==> src/design/substring_search_bad_char_assert.svh <==
// ----------------------------------------------------------------------------
// Assertion macros for the substring search block
// Immediate-implication and next-cycle-implication checks, clocked and reset
// gated the same way everywhere.
// ----------------------------------------------------------------------------
`ifndef SUBSTRING_SEARCH_BAD_CHAR_ASSERT_SVH
`define SUBSTRING_SEARCH_BAD_CHAR_ASSERT_SVH

// consequent must hold in the same cycle as the antecedent
`define SSBC_ASSERT_SAME(label, clk, rst_n, ante, cons) \
    label: assert property (@(posedge clk) disable iff (!(rst_n)) (ante) |-> (cons)) \
        else $error("substring search: same-cycle check failed");

// consequent must hold in the cycle after the antecedent
`define SSBC_ASSERT_NEXT(label, clk, rst_n, ante, cons) \
    label: assert property (@(posedge clk) disable iff (!(rst_n)) (ante) |=> (cons)) \
        else $error("substring search: next-cycle check failed");

`endif

==> src/design/ssbc_pkg.sv <==
// ----------------------------------------------------------------------------
// ssbc_pkg
// Shared constants, types and codes of the substring search block.
// ----------------------------------------------------------------------------
package ssbc_pkg;

    // storage sizes
    localparam int MAX_LEN = 64;
    localparam int IDX_W   = $clog2(MAX_LEN);
    localparam int LEN_W   = $clog2(MAX_LEN + 1);
    localparam int SUM_W   = LEN_W + 2;
    localparam int CHAR_W  = 8;
    localparam int NCHAR   = 256;
    localparam int POS_W   = 6;

    // search mode codes
    localparam logic MODE_PLAIN = 1'b0;
    localparam logic MODE_SKIP  = 1'b1;

    // input kind codes
    localparam logic KIND_PATTERN = 1'b0;
    localparam logic KIND_TEXT    = 1'b1;

    // search sequencer states
    typedef enum logic [2:0] {
        S_IDLE,
        S_FETCH,
        S_COMP,
        S_SHIFT,
        S_DONE
    } t_state;

    // start request from the load logic
    typedef struct packed {
        logic             start;
        logic             mode;
        logic [LEN_W-1:0] pcount;
        logic [LEN_W-1:0] tcount;
    } t_search_cmd;

    // sequencer status back to the top
    typedef struct packed {
        logic             busy;
        logic             done;
        logic             found;
        logic [LEN_W-1:0] pos;
    } t_search_res;

endpackage

==> src/design/ssbc_ram.sv <==
// ----------------------------------------------------------------------------
// ssbc_ram
// Simple dual-port RAM: one write port, one read port with registered data.
// ----------------------------------------------------------------------------
module ssbc_ram #(
    parameter int DEPTH = 64,
    parameter int WIDTH = 8,
    localparam int AW   = $clog2(DEPTH)
) (
    input  logic             i_clk,
    input  logic             i_we,
    input  logic [AW-1:0]    i_waddr,
    input  logic [WIDTH-1:0] i_wdata,
    input  logic [AW-1:0]    i_raddr,
    output logic [WIDTH-1:0] o_rdata
);

    logic [WIDTH-1:0] r_mem [DEPTH];
    logic [WIDTH-1:0] r_rdata;

    // write port
    always_ff @(posedge i_clk) begin
        if (i_we) begin
            r_mem[i_waddr] <= i_wdata;
        end
    end

    // registered read port
    always_ff @(posedge i_clk) begin
        r_rdata <= r_mem[i_raddr];
    end

    assign o_rdata = r_rdata;

endmodule

==> src/design/ssbc_last_table.sv <==
// ----------------------------------------------------------------------------
// ssbc_last_table
// Last-occurrence table: rightmost pattern index of each byte value, minus
// one for bytes not seen. Per-entry valid bits clear the table without a clearing pass.
// ----------------------------------------------------------------------------
module ssbc_last_table (
    input  logic                              i_clk,
    input  logic                              i_rst_n,
    input  logic                              i_clear,
    input  logic                              i_we,
    input  logic [ssbc_pkg::CHAR_W-1:0]       i_waddr,
    input  logic [ssbc_pkg::IDX_W-1:0]        i_wdata,
    input  logic [ssbc_pkg::CHAR_W-1:0]       i_raddr,
    output logic signed [ssbc_pkg::LEN_W:0]   o_last_pos
);

    logic [ssbc_pkg::NCHAR-1:0] r_valid;
    logic                       r_rd_valid;
    logic [ssbc_pkg::IDX_W-1:0] rdata;

    ssbc_ram #(
        .DEPTH (ssbc_pkg::NCHAR),
        .WIDTH (ssbc_pkg::IDX_W)
    ) u_ram (
        .i_clk   (i_clk),
        .i_we    (i_we),
        .i_waddr (i_waddr),
        .i_wdata (i_wdata),
        .i_raddr (i_raddr),
        .o_rdata (rdata)
    );

    // valid bits: clear on a new pattern, set on each write
    always_ff @(posedge i_clk) begin
        if (!i_rst_n) begin
            r_valid <= '0;
        end else begin
            if (i_clear) begin
                r_valid <= '0;
            end
            if (i_we) begin
                r_valid[i_waddr] <= 1'b1;
            end
        end
    end

    // valid bit read alongside the RAM data
    always_ff @(posedge i_clk) begin
        r_rd_valid <= r_valid[i_raddr];
    end

    // unseen bytes read as minus one
    assign o_last_pos = r_rd_valid ? $signed((ssbc_pkg::LEN_W + 1)'(rdata)) : '1;

endmodule

==> src/design/ssbc_seq.sv <==
// ----------------------------------------------------------------------------
// ssbc_seq
// Search sequencer: walks the shift position and compare index, one byte
// compare per fetch/compare pair, with one shared adder for the advance.
// ----------------------------------------------------------------------------
module ssbc_seq (
    input  logic                              i_clk,
    input  logic                              i_rst_n,
    input  ssbc_pkg::t_search_cmd             i_cmd,
    input  logic                              i_out_free,
    input  logic [ssbc_pkg::CHAR_W-1:0]       i_pat_byte,
    input  logic [ssbc_pkg::CHAR_W-1:0]       i_txt_byte,
    input  logic signed [ssbc_pkg::LEN_W:0]   i_last_pos,
    output logic [ssbc_pkg::IDX_W-1:0]        o_pat_addr,
    output logic [ssbc_pkg::IDX_W-1:0]        o_txt_addr,
    output ssbc_pkg::t_search_res             o_res
);

    localparam int LW = ssbc_pkg::LEN_W;
    localparam int IW = ssbc_pkg::IDX_W;
    localparam int SW = ssbc_pkg::SUM_W;

    ssbc_pkg::t_state r_state, n_state;
    logic [LW-1:0]    r_i, n_i;
    logic [IW-1:0]    r_j, n_j;
    logic [LW-1:0]    r_m, n_m;
    logic [LW-1:0]    r_n, n_n;
    logic             r_mode, n_mode;
    logic             r_found, n_found;
    logic [LW-1:0]    r_pos, n_pos;
    logic             done;

    logic [LW:0]            txt_sum;
    logic [LW-1:0]          m_dec;
    logic [LW-1:0]          cmd_m_dec;
    logic [IW-1:0]          m_last;
    logic [IW-1:0]          cmd_m_last;
    logic signed [SW-1:0]   s_step;
    logic [SW-1:0]          advance;
    logic [SW-1:0]          i_next;
    logic                   fits;
    logic                   byte_eq;

    // memory addresses
    assign txt_sum    = {1'b0, r_i} + (LW + 1)'(r_j);
    assign o_pat_addr = r_j;
    assign o_txt_addr = txt_sum[IW-1:0];

    // last compare index of the pattern
    assign m_dec      = r_m - LW'(1);
    assign m_last     = m_dec[IW-1:0];
    assign cmd_m_dec  = i_cmd.pcount - LW'(1);
    assign cmd_m_last = cmd_m_dec[IW-1:0];

    assign byte_eq = (i_pat_byte == i_txt_byte);

    // shared advance unit: step is one, or max(1, j - last occurrence)
    always_comb begin
        s_step = $signed(SW'(r_j)) - SW'(i_last_pos);
        if (r_mode == ssbc_pkg::MODE_SKIP && s_step > $signed(SW'(1))) begin
            advance = SW'(s_step);
        end else begin
            advance = SW'(1);
        end
        i_next = SW'(r_i) + advance;
        fits   = (i_next + SW'(r_m)) <= SW'(r_n);
    end

    // state register
    always_ff @(posedge i_clk) begin
        if (!i_rst_n) begin
            r_state <= ssbc_pkg::S_IDLE;
        end else begin
            r_state <= n_state;
        end
    end

    // datapath registers
    always_ff @(posedge i_clk) begin
        r_i     <= n_i;
        r_j     <= n_j;
        r_m     <= n_m;
        r_n     <= n_n;
        r_mode  <= n_mode;
        r_found <= n_found;
        r_pos   <= n_pos;
    end

    // next state and datapath control
    always_comb begin
        n_state = r_state;
        n_i     = r_i;
        n_j     = r_j;
        n_m     = r_m;
        n_n     = r_n;
        n_mode  = r_mode;
        n_found = r_found;
        n_pos   = r_pos;
        done    = 1'b0;
        case (r_state)
            ssbc_pkg::S_IDLE: begin
                if (i_cmd.start) begin
                    n_m     = i_cmd.pcount;
                    n_n     = i_cmd.tcount;
                    n_mode  = i_cmd.mode;
                    n_i     = '0;
                    n_found = 1'b0;
                    n_pos   = '0;
                    if (i_cmd.pcount == '0 || i_cmd.pcount > i_cmd.tcount) begin
                        n_state = ssbc_pkg::S_DONE;
                    end else begin
                        n_j     = (i_cmd.mode == ssbc_pkg::MODE_SKIP) ? cmd_m_last : '0;
                        n_state = ssbc_pkg::S_FETCH;
                    end
                end
            end
            ssbc_pkg::S_FETCH: begin
                n_state = ssbc_pkg::S_COMP;
            end
            ssbc_pkg::S_COMP: begin
                if (byte_eq) begin
                    if (r_mode == ssbc_pkg::MODE_SKIP) begin
                        if (r_j == '0) begin
                            n_found = 1'b1;
                            n_pos   = r_i;
                            n_state = ssbc_pkg::S_DONE;
                        end else begin
                            n_j     = r_j - IW'(1);
                            n_state = ssbc_pkg::S_FETCH;
                        end
                    end else if (r_j == m_last) begin
                        n_found = 1'b1;
                        n_pos   = r_i;
                        n_state = ssbc_pkg::S_DONE;
                    end else begin
                        n_j     = r_j + IW'(1);
                        n_state = ssbc_pkg::S_FETCH;
                    end
                end else if (r_mode == ssbc_pkg::MODE_SKIP) begin
                    // table data for the mismatching text byte arrives next cycle
                    n_state = ssbc_pkg::S_SHIFT;
                end else if (fits) begin
                    n_i     = i_next[LW-1:0];
                    n_j     = '0;
                    n_state = ssbc_pkg::S_FETCH;
                end else begin
                    n_state = ssbc_pkg::S_DONE;
                end
            end
            ssbc_pkg::S_SHIFT: begin
                if (fits) begin
                    n_i     = i_next[LW-1:0];
                    n_j     = m_last;
                    n_state = ssbc_pkg::S_FETCH;
                end else begin
                    n_state = ssbc_pkg::S_DONE;
                end
            end
            ssbc_pkg::S_DONE: begin
                if (i_out_free) begin
                    done    = 1'b1;
                    n_state = ssbc_pkg::S_IDLE;
                end
            end
            default: begin
                n_state = ssbc_pkg::S_IDLE;
            end
        endcase
    end

    // status
    assign o_res.busy  = (r_state != ssbc_pkg::S_IDLE);
    assign o_res.done  = done;
    assign o_res.found = r_found;
    assign o_res.pos   = r_pos;

endmodule

==> src/design/substring_search_bad_char.sv <==
// ----------------------------------------------------------------------------
// substring_search_bad_char
// First-occurrence substring search with optional bad character skipping.
// ----------------------------------------------------------------------------
// Pattern and text bytes are taken one per cycle and stored in RAMs of
// MAX_LEN bytes; extra bytes are dropped. A pattern byte that opens a new
// pattern clears the last-occurrence table in that same cycle (valid bits, no
// clearing pass). The text byte flagged last starts a search, and no byte is
// taken until its result has moved into the output register. The search
// sequencer spends a RAM fetch state, then a compare state, on each byte
// compare; in skip mode each mismatch adds a shift state for the table
// lookup. With no pattern or a pattern longer than the text the sequencer
// goes straight to its done state. search_mode is written through
// i_cfg_we / i_cfg_wdata; the user must do so only while the block is idle,
// which the block itself does not enforce.
// ----------------------------------------------------------------------------
module substring_search_bad_char (
    input  logic                         i_clk,
    input  logic                         i_rst_n,
    // configuration
    input  logic                         i_cfg_we,
    input  logic                         i_cfg_wdata,
    // input channel
    input  logic                         i_in_valid,
    output logic                         o_in_ready,
    input  logic                         i_kind,
    input  logic [ssbc_pkg::CHAR_W-1:0]  i_char_code,
    input  logic                         i_last_char,
    // output channel
    output logic                         o_out_valid,
    input  logic                         i_out_ready,
    output logic                         o_found,
    output logic [ssbc_pkg::POS_W-1:0]   o_match_pos
);

`include "substring_search_bad_char_assert.svh"

    localparam int LW = ssbc_pkg::LEN_W;
    localparam int IW = ssbc_pkg::IDX_W;
    localparam int PW = ssbc_pkg::POS_W;

    logic          r_mode;
    logic [LW-1:0] r_pcount, n_pcount;
    logic [LW-1:0] r_tcount, n_tcount;
    logic          r_pat_open;
    logic          r_txt_open;
    logic          r_out_valid;
    logic          r_found;
    logic [PW-1:0] r_pos;

    logic          in_acc;
    logic          pat_acc;
    logic          txt_acc;
    logic [LW-1:0] pat_base;
    logic [LW-1:0] txt_base;
    logic          pat_we;
    logic          txt_we;
    logic          out_free;
    logic [LW+PW-1:0] pos_ext;

    logic [IW-1:0]                 pat_raddr;
    logic [IW-1:0]                 txt_raddr;
    logic [ssbc_pkg::CHAR_W-1:0]   pat_byte;
    logic [ssbc_pkg::CHAR_W-1:0]   txt_byte;
    logic signed [LW:0]            last_pos;
    ssbc_pkg::t_search_cmd         cmd;
    ssbc_pkg::t_search_res         res;

    // input transaction and load addresses
    assign o_in_ready = !res.busy;
    assign in_acc     = i_in_valid && o_in_ready;
    assign pat_acc    = in_acc && (i_kind == ssbc_pkg::KIND_PATTERN);
    assign txt_acc    = in_acc && (i_kind == ssbc_pkg::KIND_TEXT);
    assign pat_base   = r_pat_open ? r_pcount : '0;
    assign txt_base   = r_txt_open ? r_tcount : '0;
    assign pat_we     = pat_acc && (pat_base < LW'(ssbc_pkg::MAX_LEN));
    assign txt_we     = txt_acc && (txt_base < LW'(ssbc_pkg::MAX_LEN));

    // byte counts after this transaction
    always_comb begin
        n_pcount = r_pcount;
        n_tcount = r_tcount;
        if (pat_acc) begin
            n_pcount = pat_we ? pat_base + LW'(1) : pat_base;
        end
        if (txt_acc) begin
            n_tcount = txt_we ? txt_base + LW'(1) : txt_base;
        end
    end

    // load control state and configuration
    always_ff @(posedge i_clk) begin
        if (!i_rst_n) begin
            r_mode     <= ssbc_pkg::MODE_PLAIN;
            r_pcount   <= '0;
            r_tcount   <= '0;
            r_pat_open <= 1'b0;
            r_txt_open <= 1'b0;
        end else begin
            if (i_cfg_we) begin
                r_mode <= i_cfg_wdata;
            end
            r_pcount <= n_pcount;
            r_tcount <= n_tcount;
            if (pat_acc) begin
                r_pat_open <= !i_last_char;
            end
            if (txt_acc) begin
                r_txt_open <= !i_last_char;
            end
        end
    end

    // search start on the last text byte
    assign cmd.start  = txt_acc && i_last_char;
    assign cmd.mode   = r_mode;
    assign cmd.pcount = r_pcount;
    assign cmd.tcount = n_tcount;

    ssbc_ram #(
        .DEPTH (ssbc_pkg::MAX_LEN),
        .WIDTH (ssbc_pkg::CHAR_W)
    ) u_pat_ram (
        .i_clk   (i_clk),
        .i_we    (pat_we),
        .i_waddr (pat_base[IW-1:0]),
        .i_wdata (i_char_code),
        .i_raddr (pat_raddr),
        .o_rdata (pat_byte)
    );

    ssbc_ram #(
        .DEPTH (ssbc_pkg::MAX_LEN),
        .WIDTH (ssbc_pkg::CHAR_W)
    ) u_txt_ram (
        .i_clk   (i_clk),
        .i_we    (txt_we),
        .i_waddr (txt_base[IW-1:0]),
        .i_wdata (i_char_code),
        .i_raddr (txt_raddr),
        .o_rdata (txt_byte)
    );

    ssbc_last_table u_table (
        .i_clk      (i_clk),
        .i_rst_n    (i_rst_n),
        .i_clear    (pat_acc && !r_pat_open),
        .i_we       (pat_we),
        .i_waddr    (i_char_code),
        .i_wdata    (pat_base[IW-1:0]),
        .i_raddr    (txt_byte),
        .o_last_pos (last_pos)
    );

    ssbc_seq u_seq (
        .i_clk      (i_clk),
        .i_rst_n    (i_rst_n),
        .i_cmd      (cmd),
        .i_out_free (out_free),
        .i_pat_byte (pat_byte),
        .i_txt_byte (txt_byte),
        .i_last_pos (last_pos),
        .o_pat_addr (pat_raddr),
        .o_txt_addr (txt_raddr),
        .o_res      (res)
    );

    // output register
    assign out_free = !r_out_valid || i_out_ready;
    assign pos_ext  = (LW + PW)'(res.pos);

    always_ff @(posedge i_clk) begin
        if (!i_rst_n) begin
            r_out_valid <= 1'b0;
        end else if (res.done) begin
            r_out_valid <= 1'b1;
        end else if (i_out_ready) begin
            r_out_valid <= 1'b0;
        end
    end

    always_ff @(posedge i_clk) begin
        if (res.done) begin
            r_found <= res.found;
            r_pos   <= pos_ext[PW-1:0];
        end
    end

    assign o_out_valid = r_out_valid;
    assign o_found     = r_found;
    assign o_match_pos = r_pos;

    // checks
    `SSBC_ASSERT_SAME(a_miss_pos_zero, i_clk, i_rst_n, o_out_valid && !o_found, o_match_pos == '0)
    `SSBC_ASSERT_SAME(a_done_slot_free, i_clk, i_rst_n, res.done, !r_out_valid || i_out_ready)
    `SSBC_ASSERT_SAME(a_hit_in_range, i_clk, i_rst_n, res.done && res.found, (ssbc_pkg::SUM_W'(res.pos) + ssbc_pkg::SUM_W'(r_pcount)) <= ssbc_pkg::SUM_W'(r_tcount))
    `SSBC_ASSERT_NEXT(a_last_starts_search, i_clk, i_rst_n, txt_acc && i_last_char, res.busy && !o_in_ready)

endmodule

==> config.mk <==
export PLATFORM = sky130hd
export DESIGN_NAME = substring_search_bad_char
export DESIGN_NICKNAME = d
export VERILOG_FILES = /design/src/design/ssbc_pkg.sv /design/src/design/ssbc_ram.sv /design/src/design/ssbc_last_table.sv /design/src/design/ssbc_seq.sv /design/src/design/substring_search_bad_char.sv
export VERILOG_INCLUDE_DIRS = /design/src /design/src/design
export SDC_FILE = /design/constraint.sdc
export NUM_CORES = 2
export LEC_CHECK = 0
export BUFFER_PORTS_ARGS = -buffer_cell sky130_fd_sc_hd__buf_2
export CORE_AREA = 2 2 469 471
export DETAILED_ROUTE_END_ITERATION = 8
export DIE_AREA = 0 0 471 473
export PLACE_DENSITY_LB_ADDON = 0.05
export SKIP_LAST_GASP = 1
export SLEW_MARGIN = 20
export SYNTH_ARGS = -nofsm -noshare
export SYNTH_HDL_FRONTEND = slang
export SYNTH_SLANG_ARGS = --single-unit
==> constraint.sdc <==
create_clock -name i_clk -period 6.21 [get_ports i_clk]
set_input_delay 0.621 -clock i_clk [delete_from_list [all_inputs] [get_ports i_clk]]
set_output_delay 0.621 -clock i_clk [all_outputs]
set_load 0.03 [all_outputs]
==> flow_metrics.env <==
export IMPL_status="completed"
export IMPL_cts_sinks=2902
export IMPL_finalClockSkew_ns=0.05787
export IMPL_first_pass_iters=5
export IMPL_area_growth_pct=12.11
export IMPL_timing_rr_end="u_seq.o_pat_addr[4]"
export IMPL_cts_tree="done"
export IMPL_synthesis_area_um2=114600
export IMPL_ys_warn_count=0
export IMPL_finalNetCount=5926
export IMPL_htreeDepth=5
export IMPL_grt_max_degree=178
export IMPL_drive_gt1_share_pct=25.51
export IMPL_overflow=0
export IMPL_antenna_found_initial=13
export IMPL_grt_usage_pct=25.55
export IMPL_yosys_cell_count_top_type="edfxtp_1"
export IMPL_worst_path_max_fanout=6
export IMPL_async_reset_ff_share_pct=0
export IMPL_die_area_um2=222800
export IMPL_grt_pass1_vias=56470
export IMPL_drc=0
export IMPL_use_met3_pct=3.954
export IMPL_critPathMaxStageDelay_ns=0.37
export IMPL_crit_end="u_seq.o_pat_addr[4]"
export IMPL_yosysTopAreaCellShare_pct=68.16
export IMPL_p_per_area_nw_per_um2=334.0
export IMPL_grt_pass1_wl_um=410200
export IMPL_min_period_ns=6.057
export IMPL_core_area_um2=218200
export IMPL_drtIter0Drc=6003
export IMPL_use_met2_pct=40.31
export IMPL_required_ns=6.81
export IMPL_synth_fp_nets=5788
export IMPL_synthFlopType="edfxtp_1"
export IMPL_synth_area_leaders="edfxtp_1 (68%), mux4_2 (17%), dfxtp_1 (5.2%)"
export IMPL_hp_class="in2reg"
export IMPL_startpoint_type="flip-flop"
export IMPL_end_kind="flip-flop"
export IMPL_ir_worst_vdd_mv=0.3328
export IMPL_synth_distinct_cells=63
export IMPL_hold_viol=0
export IMPL_clockBufferDepth=4
export IMPL_syn_avg_cell_area_um2=20.05
export IMPL_fin_hold_ws_ns=0.1045
export IMPL_grt_use_met1_pct=37.31
export IMPL_numCtsBuffers=317
export IMPL_r2r_setup_slack_ns=0.15
export IMPL_setup_tns_final_ns=0
export IMPL_power_leakage_nw=41.01
export IMPL_top_usage_layer="met2"
export IMPL_fmax_mhz=165.1
export IMPL_fp_dieW_um=471
export IMPL_num_vias=55900
export IMPL_ys_seq_area_share_pct=73.40
export IMPL_gp_congestion=0.8151
export IMPL_portBuffers=24
export IMPL_final_area_um2=128500
export IMPL_placed_cell_area_um2=118400
export IMPL_cts_root_buf="clkbuf_16"
export IMPL_synthCells=5719
export IMPL_place_detailed_hpwl_um=168100
export IMPL_period_share_pct=97.53
export IMPL_synth_commonest_cells="edfxtp_1 (2602), mux4_2 (888), nor2_1 (440)"
export IMPL_cpMaxStageDelayCell="fa_2"
export IMPL_slew_viol_final=0
export IMPL_slew_headroom_pct=23.05
export IMPL_drv_cap=0
export IMPL_synth_seq_cells=2902
export IMPL_reg2reg_depth=32
export IMPL_die_y_um=473
export IMPL_vias_per_cell=6.234
export IMPL_wirelength_um=283000
export IMPL_whs_path_depth=1
export IMPL_setup_violations=0
export IMPL_path_class="reg2reg"
export IMPL_final_util_pct=58.90
export IMPL_timing_rr_start="u_table.r_rd_valid"
export IMPL_initial_utilization_pct=52.53
export IMPL_synth_enable_flop_cells=2602
export IMPL_rows=172
export IMPL_arrival_ns=6.66
export IMPL_io_pins=25
export IMPL_drtAntennaViolNets=0
export IMPL_crit_path_start="u_table.r_rd_valid"
export IMPL_path_clk_slew_ns=0.06
export IMPL_wire_per_inst_um=31.56
export IMPL_clk_latency_ns=0.95
export IMPL_synth_top_area_cell="edfxtp_1"
export IMPL_worst_pin_slew_ns=1.150
-- worst min-delay path by stage --
stage	from	to	slack, ns
global placement	u_seq.r_pos[0]	o_match_pos[0]	0.41
CTS	i_char_code[4]	u_txt_ram.r_mem[12][4]	0.04
finish	i_char_code[2]	u_txt_ram.r_mem[37][2]	0.10
floorplan	u_seq.r_found	o_found	0.40
detailed placement	u_seq.r_pos[5]	o_match_pos[5]	0.40
global route	i_char_code[3]	u_txt_ram.r_mem[46][3]	0.07
-- timing repair --
item,CTS,global route
resized for setup,2,24
endpoints found under the setup margin,6,15
hold endpoints to repair,2,0
hold buffers,3,0
setup buffers,1,4
pin swaps,1,14
-- kinds of logic (layout without fill, tap and decap cells) --
| kind of cell | count (synthesis) | in the layout | share of synthesized area, % |
|---|---|---|---|
| DFF | 2902 | 2902 | 73.40 |
| adders and majority gates | 53 | 53 | 0.6112 |
| AOI/OAI and AO/OA | 449 | 449 | 2.445 |
| muxes | 906 | 906 | 17.60 |
| and+or+nand+nor | 970 | 970 | 4.105 |
| buffers and inverters | 389 | 762 | 1.458 |
| other | 0 | 4 | 0 |
| xor gates and xnor gates | 50 | 50 | 0.3820 |
-- critical path, delay by kind of cell, from the launching register on --
kind	cells	cell delay, ns
adders and majority gates	5	1.31
buffers and inverters	3	0.24
and+or+nand+nor	8	1.17
AOI/OAI and AO/OA	13	2.17
xor gates and xnor gates	3	0.53
DFF	1	0.34
-- final cells by class --
| cell class | count | area (um2) |
|---|---|---|
| Clock inverter | 126 | 1169 |
| Sequential cell | 2902 | 84160 |
| Multi-Input combinational cell | 2428 | 29130 |
| Timing Repair Buffer | 172 | 1600 |
| Tap cell | 2871 | 3592 |
| Fill cell | 15920 | 89700 |
| Antenna cell | 4 | 10.01 |
| Clock buffer | 428 | 8723 |
| Inverter | 36 | 142.6 |
-- where the power goes --
part,internal (W),switching (W)
clock network,0.0107,0.00741
logic,0.00142,0.00203
registers,0.0212,0.000199
total,0.0333,0.00963
-- stage by stage --
step,setup WS (ns),cells,power [W]
floorplan,0.05550,5719,0.02400
global placement,-0.07258,8399,0.02523
finish,0.1534,8967,0.04293
detailed placement,-0.04459,8399,0.02524
global route,-0.1721,8964,0.04418
CTS,0.01595,8957,0.04327
-- cell usage in the layout (no fill, tap or decap), types with 78 or more instances in the layout --
cell	n
a22oi_1	99
mux4_2	888
dfxtp_1	294
clkbuf_16	328
edfxtp_1	2602
nand2_1	78
clkbuf_1	86
nor2_1	438
a21oi_1	224
buf_4	127
nor2b_1	285
-- per-layer routing --
layer / up-vias / part of all wire (%)
met5: - / 0.0095
met4: 4 / 2.9
met3: 447 / 6.3
met2: 1908 / 48
met1: 29910 / 43
li1: 23630 / -
-- flip-flops by register name (all words and copies together), names as in the netlist, 3 cells and up --
signal / count
u_table.u_ram.r_mem: 1536
u_seq.r_state: 3
u_seq.r_pos: 6
u_seq.r_n: 7
r_tcount: 7
o_match_pos: 6
u_txt_ram.r_mem: 512
u_seq.o_pat_addr: 6
u_table.r_valid: 256
u_seq.r_i: 7
u_seq.r_m: 7
u_pat_ram.o_rdata: 8
u_table.u_ram.o_rdata: 6
r_pcount: 7
u_txt_ram.o_rdata: 8
u_pat_ram.r_mem: 512
Note: power is estimated with default switching activity, not from simulation.
